File: src/design/pnf_pkg.sv
// Package for the pink noise filter: widths, sequencer codes, coefficient table, saturation.
package pnf_pkg;

    localparam int SAMPLE_WIDTH = 24;
    localparam int STATE_WIDTH  = 32;
    localparam int WHITE_WIDTH  = SAMPLE_WIDTH + 1;
    localparam int COEF_WIDTH   = 21;
    localparam int COEF_FRAC    = 20;
    localparam int PROD_WIDTH   = STATE_WIDTH + COEF_WIDTH;
    localparam int RND_WIDTH    = PROD_WIDTH - COEF_FRAC;
    localparam int STAGE_SUM_W  = STATE_WIDTH + 2;
    localparam int SUM_WIDTH    = STATE_WIDTH + 4;
    localparam int N_STAGES     = 7;

    typedef logic [3:0] t_op;

    localparam t_op OP_DIRECT = 4'd12;
    localparam t_op OP_DELAY  = 4'd13;
    localparam t_op OP_GAIN   = 4'd14;

    typedef enum logic [1:0] {
        S_IDLE,
        S_RUN,
        S_DONE
    } t_state;

    // even ops below twelve: leak of stage op/2, odd ops below twelve: white feed of stage op/2
    function automatic logic signed [COEF_WIDTH-1:0] coef_of(input t_op op);
        logic signed [COEF_WIDTH-1:0] c;
        case (op)
            4'd0:      c = 21'sd1047381;
            4'd1:      c = 21'sd58215;
            4'd2:      c = 21'sd1041572;
            4'd3:      c = 21'sd78723;
            4'd4:      c = 21'sd1016070;
            4'd5:      c = 21'sd161326;
            4'd6:      c = 21'sd908591;
            4'd7:      c = 21'sd325568;
            4'd8:      c = 21'sd576717;
            4'd9:      c = 21'sd558841;
            4'd10:     c = -21'sd798595;
            4'd11:     c = -21'sd17719;
            OP_DIRECT: c = 21'sd562246;
            OP_DELAY:  c = 21'sd121557;
            OP_GAIN:   c = 21'sd115343;
            default:   c = '0;
        endcase
        return c;
    endfunction

    function automatic logic signed [STATE_WIDTH-1:0] sat_stage(
        input logic signed [STAGE_SUM_W-1:0] v
    );
        logic signed [STAGE_SUM_W-1:0] hi;
        logic signed [STAGE_SUM_W-1:0] lo;
        hi = STAGE_SUM_W'((64'sd1 <<< (STATE_WIDTH - 1)) - 64'sd1);
        lo = -hi - STAGE_SUM_W'(1);
        if (v > hi) return hi[STATE_WIDTH-1:0];
        if (v < lo) return lo[STATE_WIDTH-1:0];
        return v[STATE_WIDTH-1:0];
    endfunction

    function automatic logic signed [STATE_WIDTH-1:0] sat_sum(
        input logic signed [SUM_WIDTH-1:0] v
    );
        logic signed [SUM_WIDTH-1:0] hi;
        logic signed [SUM_WIDTH-1:0] lo;
        hi = SUM_WIDTH'((64'sd1 <<< (STATE_WIDTH - 1)) - 64'sd1);
        lo = -hi - SUM_WIDTH'(1);
        if (v > hi) return hi[STATE_WIDTH-1:0];
        if (v < lo) return lo[STATE_WIDTH-1:0];
        return v[STATE_WIDTH-1:0];
    endfunction

    function automatic logic signed [SAMPLE_WIDTH-1:0] sat_sample(
        input logic signed [RND_WIDTH-1:0] v
    );
        logic signed [RND_WIDTH-1:0] hi;
        logic signed [RND_WIDTH-1:0] lo;
        hi = RND_WIDTH'((64'sd1 <<< (SAMPLE_WIDTH - 1)) - 64'sd1);
        lo = -hi - RND_WIDTH'(1);
        if (v > hi) return hi[SAMPLE_WIDTH-1:0];
        if (v < lo) return lo[SAMPLE_WIDTH-1:0];
        return v[SAMPLE_WIDTH-1:0];
    endfunction

endpackage

File: src/design/pink_noise_filter.sv
// White / refined seven-stage pink noise generator on one shared multiplier.
//
// Input stream: s_tdata carries a 24-bit uniform random word, s_tuser the
// noise kind (0 white, 1 pink). Output stream: m_tdata carries a signed
// Q1.23 sample. Every input word gives exactly one output word.
// White words skip the filter and go from the done state to the output register.
// Pink words run fifteen constant multiplies through one 32 x 21 bit
// multiplier, one per cycle, with a round and write-back stage behind
// it, then pass the done state on their way to the output register.
// s_tready is high only while no word is being worked on, so a new word
// is taken only after the previous one has left the done state.
// The output register parts the two sides: a new word is accepted while
// the previous result still waits. A finished result waits inside until
// the output register is free, and no further word is taken meanwhile.
// Reset clears the seven filter stages to zero and empties the output.
module pink_noise_filter (
    input  logic                            i_clk,
    input  logic                            i_rst_n,
    input  logic                            i_s_tvalid,
    output logic                            o_s_tready,
    input  logic [pnf_pkg::SAMPLE_WIDTH-1:0] i_s_tdata,  // [23:0] random_word
    input  logic                            i_s_tuser,  // [0] noise_kind
    output logic                            o_m_tvalid,
    input  logic                            i_m_tready,
    output logic [pnf_pkg::SAMPLE_WIDTH-1:0] o_m_tdata   // [23:0] noise_sample
);
    import pnf_pkg::*;

    t_state r_state, n_state;
    t_op    r_cnt;
    t_op    r_wb_op;
    logic   r_wb_en;

    logic signed [STATE_WIDTH-1:0]  r_stage [N_STAGES];
    logic signed [WHITE_WIDTH-1:0]  r_white;
    logic signed [SUM_WIDTH-1:0]    r_sum;
    logic signed [RND_WIDTH-1:0]    r_leak;
    logic signed [PROD_WIDTH-1:0]   r_prod;
    logic signed [SAMPLE_WIDTH-1:0] r_res;
    logic signed [SAMPLE_WIDTH-1:0] r_out_data;
    logic                           r_out_valid;

    logic                           s_acc;
    logic                           m_acc;
    logic                           load_out;
    logic signed [STATE_WIDTH-1:0]  mul_a;
    logic signed [COEF_WIDTH-1:0]   mul_b;
    logic signed [PROD_WIDTH-1:0]   rnd_q;
    logic signed [RND_WIDTH-1:0]    rnd;
    logic signed [STATE_WIDTH-1:0]  stage_new;

    assign s_acc      = i_s_tvalid && o_s_tready;
    assign m_acc      = r_out_valid && i_m_tready;
    assign o_m_tvalid = r_out_valid;
    assign o_m_tdata  = r_out_data;

    always_ff @(posedge i_clk) begin
        if (!i_rst_n) begin
            r_state <= S_IDLE;
        end else begin
            r_state <= n_state;
        end
    end

    always_comb begin
        n_state    = r_state;
        o_s_tready = 1'b0;
        load_out   = 1'b0;
        case (r_state)
            S_IDLE: begin
                o_s_tready = 1'b1;
                if (i_s_tvalid) begin
                    n_state = i_s_tuser ? S_RUN : S_DONE;
                end
            end
            S_RUN: begin
                if (r_cnt == OP_GAIN + t_op'(1)) begin
                    n_state = S_DONE;
                end
            end
            S_DONE: begin
                if (!r_out_valid || i_m_tready) begin
                    load_out = 1'b1;
                    n_state  = S_IDLE;
                end
            end
            default: n_state = S_IDLE;
        endcase
    end

    // operand select for the shared multiplier
    always_comb begin
        mul_b = coef_of(r_cnt);
        if (r_cnt < OP_DIRECT && !r_cnt[0]) begin
            mul_a = r_stage[r_cnt[3:1]];
        end else if (r_cnt == OP_GAIN) begin
            mul_a = sat_sum(r_sum);
        end else begin
            mul_a = STATE_WIDTH'(r_white);
        end
    end

    // round half up: 20 fraction bits, 21 for the output gain
    always_comb begin
        if (r_wb_op == OP_GAIN) begin
            rnd_q = r_prod + PROD_WIDTH'(64'sd1 <<< COEF_FRAC);
            rnd   = {rnd_q[PROD_WIDTH-1], rnd_q[PROD_WIDTH-1:COEF_FRAC+1]};
        end else begin
            rnd_q = r_prod + PROD_WIDTH'(64'sd1 <<< (COEF_FRAC - 1));
            rnd   = rnd_q[PROD_WIDTH-1:COEF_FRAC];
        end
        stage_new = sat_stage(STAGE_SUM_W'(r_leak) + STAGE_SUM_W'(rnd));
    end

    always_ff @(posedge i_clk) begin
        if (!i_rst_n) begin
            r_cnt   <= '0;
            r_wb_en <= 1'b0;
            for (int i = 0; i < N_STAGES; i++) begin
                r_stage[i] <= '0;
            end
        end else begin
            r_wb_en <= (r_state == S_RUN) && (r_cnt <= OP_GAIN);
            if (s_acc) begin
                r_cnt <= '0;
            end else if (r_state == S_RUN) begin
                r_cnt <= r_cnt + t_op'(1);
            end
            if (r_wb_en && r_wb_op < OP_DIRECT && r_wb_op[0]) begin
                r_stage[r_wb_op[3:1]] <= stage_new;
            end
            if (r_wb_en && r_wb_op == OP_DELAY) begin
                r_stage[N_STAGES-1] <= sat_stage(STAGE_SUM_W'(rnd));
            end
        end
    end

    always_ff @(posedge i_clk) begin
        r_prod  <= mul_a * mul_b;
        r_wb_op <= r_cnt;
        if (s_acc) begin
            r_white <= {~i_s_tdata[SAMPLE_WIDTH-1], i_s_tdata[SAMPLE_WIDTH-2:0], 1'b0};
            r_res   <= {~i_s_tdata[SAMPLE_WIDTH-1], i_s_tdata[SAMPLE_WIDTH-2:0]};
            r_sum   <= '0;
        end else if (r_wb_en) begin
            if (r_wb_op < OP_DIRECT && !r_wb_op[0]) begin
                r_leak <= rnd;
            end else if (r_wb_op < OP_DIRECT) begin
                r_sum <= r_sum + SUM_WIDTH'(stage_new);
            end else if (r_wb_op == OP_DIRECT) begin
                r_sum <= r_sum + SUM_WIDTH'(rnd) + SUM_WIDTH'(r_stage[N_STAGES-1]);
            end else if (r_wb_op == OP_GAIN) begin
                r_res <= sat_sample(rnd);
            end
        end
    end

    always_ff @(posedge i_clk) begin
        if (!i_rst_n) begin
            r_out_valid <= 1'b0;
        end else if (load_out) begin
            r_out_valid <= 1'b1;
        end else if (m_acc) begin
            r_out_valid <= 1'b0;
        end
    end

    always_ff @(posedge i_clk) begin
        if (load_out) begin
            r_out_data <= r_res;
        end
    end

    a_white_bypass: assert property (@(posedge i_clk) disable iff (!i_rst_n)
        s_acc && !i_s_tuser |=> r_state == S_DONE)
        else $error("white word entered the filter sequence");

    a_pink_start: assert property (@(posedge i_clk) disable iff (!i_rst_n)
        s_acc && i_s_tuser |=> r_state == S_RUN && r_cnt == '0)
        else $error("pink word did not start the sequence at step zero");

    a_busy_not_ready: assert property (@(posedge i_clk) disable iff (!i_rst_n)
        r_state != S_IDLE |-> !o_s_tready)
        else $error("input taken while a word is in progress");

    a_wb_in_run: assert property (@(posedge i_clk) disable iff (!i_rst_n)
        r_wb_en |-> r_state == S_RUN)
        else $error("write-back outside the filter sequence");

    a_out_from_done: assert property (@(posedge i_clk) disable iff (!i_rst_n)
        load_out |=> o_m_tvalid && $past(r_state) == S_DONE)
        else $error("output loaded outside the done state");

endmodule
File: config.mk
export PLATFORM = sky130hd
export DESIGN_NAME = pink_noise_filter
export DESIGN_NICKNAME = d
export VERILOG_FILES = /design/src/design/pnf_pkg.sv /design/src/design/pink_noise_filter.sv
export SDC_FILE = /design/constraint.sdc
export NUM_CORES = 2
export LEC_CHECK = 0
export ABC_AREA = 1
export ABC_CLOCK_PERIOD_IN_PS = 22000
export BUFFER_PORTS_ARGS = -buffer_cell sky130_fd_sc_hd__buf_2
export CAP_MARGIN = 30
export CELL_PAD_IN_SITES_DETAIL_PLACEMENT = 1
export CELL_PAD_IN_SITES_GLOBAL_PLACEMENT = 2
export CORE_ASPECT_RATIO = 1.4
export CORE_UTILIZATION = 30
export DETAILED_ROUTE_END_ITERATION = 8
export PLACE_DENSITY_LB_ADDON = 0.1
export RECOVER_POWER = 100
export SLEW_MARGIN = 20
export SYNTH_ARGS = -nofsm -noshare
export SYNTH_HDL_FRONTEND = slang
export SYNTH_SLANG_ARGS = --single-unit
File: constraint.sdc
create_clock -name i_clk -period 22 [get_ports i_clk]
set_input_delay 3.3 -clock i_clk [delete_from_list [all_inputs] [get_ports i_clk]]
set_output_delay 3.3 -clock i_clk [all_outputs]
set_load 0.1 [all_outputs]
==> flow_metrics.py <==
metrics = {
    "drt": {
        "wire_per_inst_um": 27.7,
        "ant_nets": 0,
        "dr.pass1.iters": 7,
        "drtIter0Drc": 2375,
        "routed-via-count": 44516,
        "wl_mm": 247,
        "routed_via_density": 4.99,
        "route.detailed.drc": 8,
    },
    "global_routing": {
        "grtUsageTotal_pct": 27.9,
        "grt_first_pass_wirelength_mm": 353,
        "grt_max_degree": 79,
        "overflow": 0,
        "antenna_found_initial": 5,
        "first_global_vias": 49123,
    },
    "min_path": {
        "holdCritPathClass": "reg -> reg",
        "worstHoldPathCells": 0,
    },
    "die": {
        "core_sq_um": 174000,
        "initial_utilization_pct": 30.3,
        "dieHeight_um": 498,
        "die_w_um": 356,
        "die_area_sq_um": 177000,
        "io_pins": 55,
        "rows": 181,
    },
    "setup_path": {
        "critPathTopFamily": "buffers and inverters",
        "crit_buf_inv": 10,
        "crit_path_end_kind": "flip-flop",
        "slowest_stage": "clkbuf_1",
        "worstPathMaxFanout": 73,
        "ff2ff_path_depth": 31,
        "cp.required_ns": 22.56,
        "cpPeakStageDelay_ns": 2.42,
        "arrival_ns": 14.91,
        "worst-setup-path-type": "reg -> reg",
        "cp.depth": 31,
        "start_kind": "flip-flop",
    },
    "placement": {
        "port_buffers": 54,
        "gp_congestion": 0.901,
        "dp_hpwl_mm": 204,
    },
    "clocking": {
        "root_buffer": "clkbuf_16",
        "numClockSinks": 467,
        "ctsHoldBuffers": 0,
        "cts_tree": "done",
        "ctsResizeCount": 0,
        "cts_setup_buffers": 0,
        "cts.htree.levels": 2,
        "clock_latency_ns": 0.68,
        "clk_pin_slew_ns": 0.06,
        "cts_buffers": 52,
        "cts_buffer_depth": 3,
    },
    "logic_synthesis": {
        "ys_seq_area_share_pct": 24.6,
        "async_reset_ff_share_pct": 0,
        "synth-xor-area-share_pct": 1.71,
        "postSynthAreaPerCell_sq_um": 8.01,
        "synth_warnings": 0,
        "ys_types": 61,
        "synth_fa_ha_area_share_pct": 32.6,
        "synth_simple_gate_area_share_pct": 19.9,
        "ys.flop_type": "edfxtp_1",
        "synth-compound-area-share_pct": 9.55,
        "synth_cells": 6577,
        "synth_edf_count": 361,
        "synth-seq-cells": 467,
        "yosys-mux-area-fraction_pct": 0,
        "synth_top_family_by_area": "adder cells",
        "synth_area_sq_um": 52700,
    },
    "timing": {
        "fmax_mhz": 69.7,
        "finalHoldViolations": 0,
        "fin_setup_tns_ns": 0,
        "relSlewSlack_pct": -124,
        "layout_min_cycle_time_ns": 14.35,
        "rsz0062_at_grt": "no",
        "timing.final.max_slew_violations": 682,
        "setup_viol_count_final": 0,
        "fin_crit_sh_pct": 65.2,
        "worst_clock_skew_ns": 0.0498,
        "worstMarginPinSlew_ns": 3.37,
    },
    "outcome": {
        "violations": "DRC, capacitance limit, slew limit",
        "status": "finished, violations left",
    },
    "final_layout": {
        "fill_cells": 20843,
        "drive_above_1_share_pct": 3.77,
        "nets": 7567,
        "area_growth_pct": 8.84,
    },
    "run": {
        "max-cap-violations": 19,
    },
}
-- per-layer routing --
metal  GRT usage, %  vias to the layer above  part of all wire (%)
li1               -                    20317                     -
met1           30.2                    23083                    37
met2           53.7                      763                    55
met3           1.42                      353                   1.9
met4           14.9                        0                   6.5
met5              0                        -                     0
-- cells in the final DEF (no fill, tap or decap), types with 15 or more instances in the layout --
| cell | netlist | routed |
|---|---|---|
| a21oi_1 | 364 | 380 |
| nor2_1 | 801 | 798 |
| a22oi_1 | 25 | 25 |
| a31oi_1 | 26 | 26 |
| clkbuf_1 | 134 | 84 |
| o21ai_0 | 274 | 274 |
| nand4_1 | 31 | 31 |
| edfxtp_1 | 361 | 361 |
| nand3_1 | 214 | 211 |
| xnor2_1 | 30 | 30 |
| buf_4 | 1 | 65 |
| ha_1 | 244 | 244 |
| inv_1 | 1360 | 1362 |
| o311ai_0 | 23 | 21 |
| o21a_1 | 24 | 24 |
| a21o_1 | 20 | 20 |
| nor3_1 | 40 | 39 |
| fa_1 | 705 | 705 |
| clkbuf_16 | 0 | 54 |
| o211ai_1 | 28 | 28 |
| nand2_2 | 41 | 19 |
| xor2_1 | 73 | 73 |
| clkinv_1 | 11 | 21 |
| conb_1 | 1 | 32 |
| nand2_1 | 1369 | 1391 |
| o21bai_1 | 18 | 18 |
| dfxtp_1 | 106 | 105 |
| a211oi_1 | 15 | 15 |
-- cell type report --
class / instances / area [sq um] / area share, %
Antenna cell: 6 / 15.0 / 0.0262
Clock buffer: 70 / 1450 / 2.52
Tap cell: 2287 / 2860 / 4.99
Multi-Input combinational cell: 4534 / 33700 / 58.7
Clock inverter: 28 / 375 / 0.654
Sequential cell: 467 / 13000 / 22.6
Inverter: 1388 / 5210 / 9.09
Timing Repair Buffer: 146 / 813 / 1.42
-- per-stage QoR --
step	instances	cell area (sq um)	utilization [%]	hold WS, ns	setup WS, ns
floorplan	6608	52800	-	0.368	14.30
global placement	8819	55800	32.0	0.389	11.33
detailed placement	8822	55800	32.1	0.393	11.43
CTS	8920	57700	33.1	0.414	11.38
global route	8920	57300	32.9	0.418	6.77
finish	8926	57400	32.9	0.415	7.65
-- Yosys cell counts, drive strengths merged (15+ instances only) --
| cell type | instances | area [sq um] |
|---|---|---|
| a211oi | 15 | 113 |
| a21o | 20 | 150 |
| a21oi | 385 | 2010 |
| a22oi | 25 | 188 |
| a31oi | 26 | 163 |
| buf | 83 | 435 |
| clkbuf | 136 | 513 |
| dfxtp | 106 | 2120 |
| edfxtp | 361 | 10800 |
| fa | 705 | 14100 |
| ha | 244 | 3050 |
| inv | 1377 | 5170 |
| nand2 | 1410 | 5400 |
| nand3 | 217 | 1100 |
| nand4 | 31 | 194 |
| nor2 | 820 | 3160 |
| nor3 | 49 | 309 |
| nor4 | 15 | 100 |
| o211ai | 28 | 210 |
| o21a | 24 | 180 |
| o21ai | 285 | 1430 |
| o21bai | 18 | 135 |
| o311ai | 23 | 201 |
| xnor2 | 30 | 263 |
| xor2 | 73 | 639 |
-- flip-flops by register name (all words and copies together), names as in the netlist, named ones only --
| signal | cells |
|---|---|
| mul_b | 21 |
| o_m_tdata | 24 |
| o_m_tvalid | 1 |
| r_cnt | 4 |
| r_leak | 33 |
| r_prod | 34 |
| r_res | 24 |
| r_stage | 256 |
| r_state | 2 |
| r_sum | 36 |
| r_wb_en | 1 |
| r_wb_op | 4 |
| r_white | 24 |
-- kinds of logic after synthesis --
group,Yosys count
buf+inv,1607
simple gates,2571
other cells,1
fa+ha+maj,949
compound gates,879
xor+xnor,103
flops,467
-- worst paths after layout --
path	slack [ns]	start	to
worst max-delay path	7.65	flip-flop	r_prod[45]
worst min-delay path	0.42	r_cnt[1]	r_wb_op[1]
worst max register to register	7.65	flip-flop	r_prod[45]
worst min register to register	0.42	r_cnt[1]	r_wb_op[1]
Power is not shown: default switching activity piles up to over one toggle a cycle in this logic, so the estimate is an artifact.
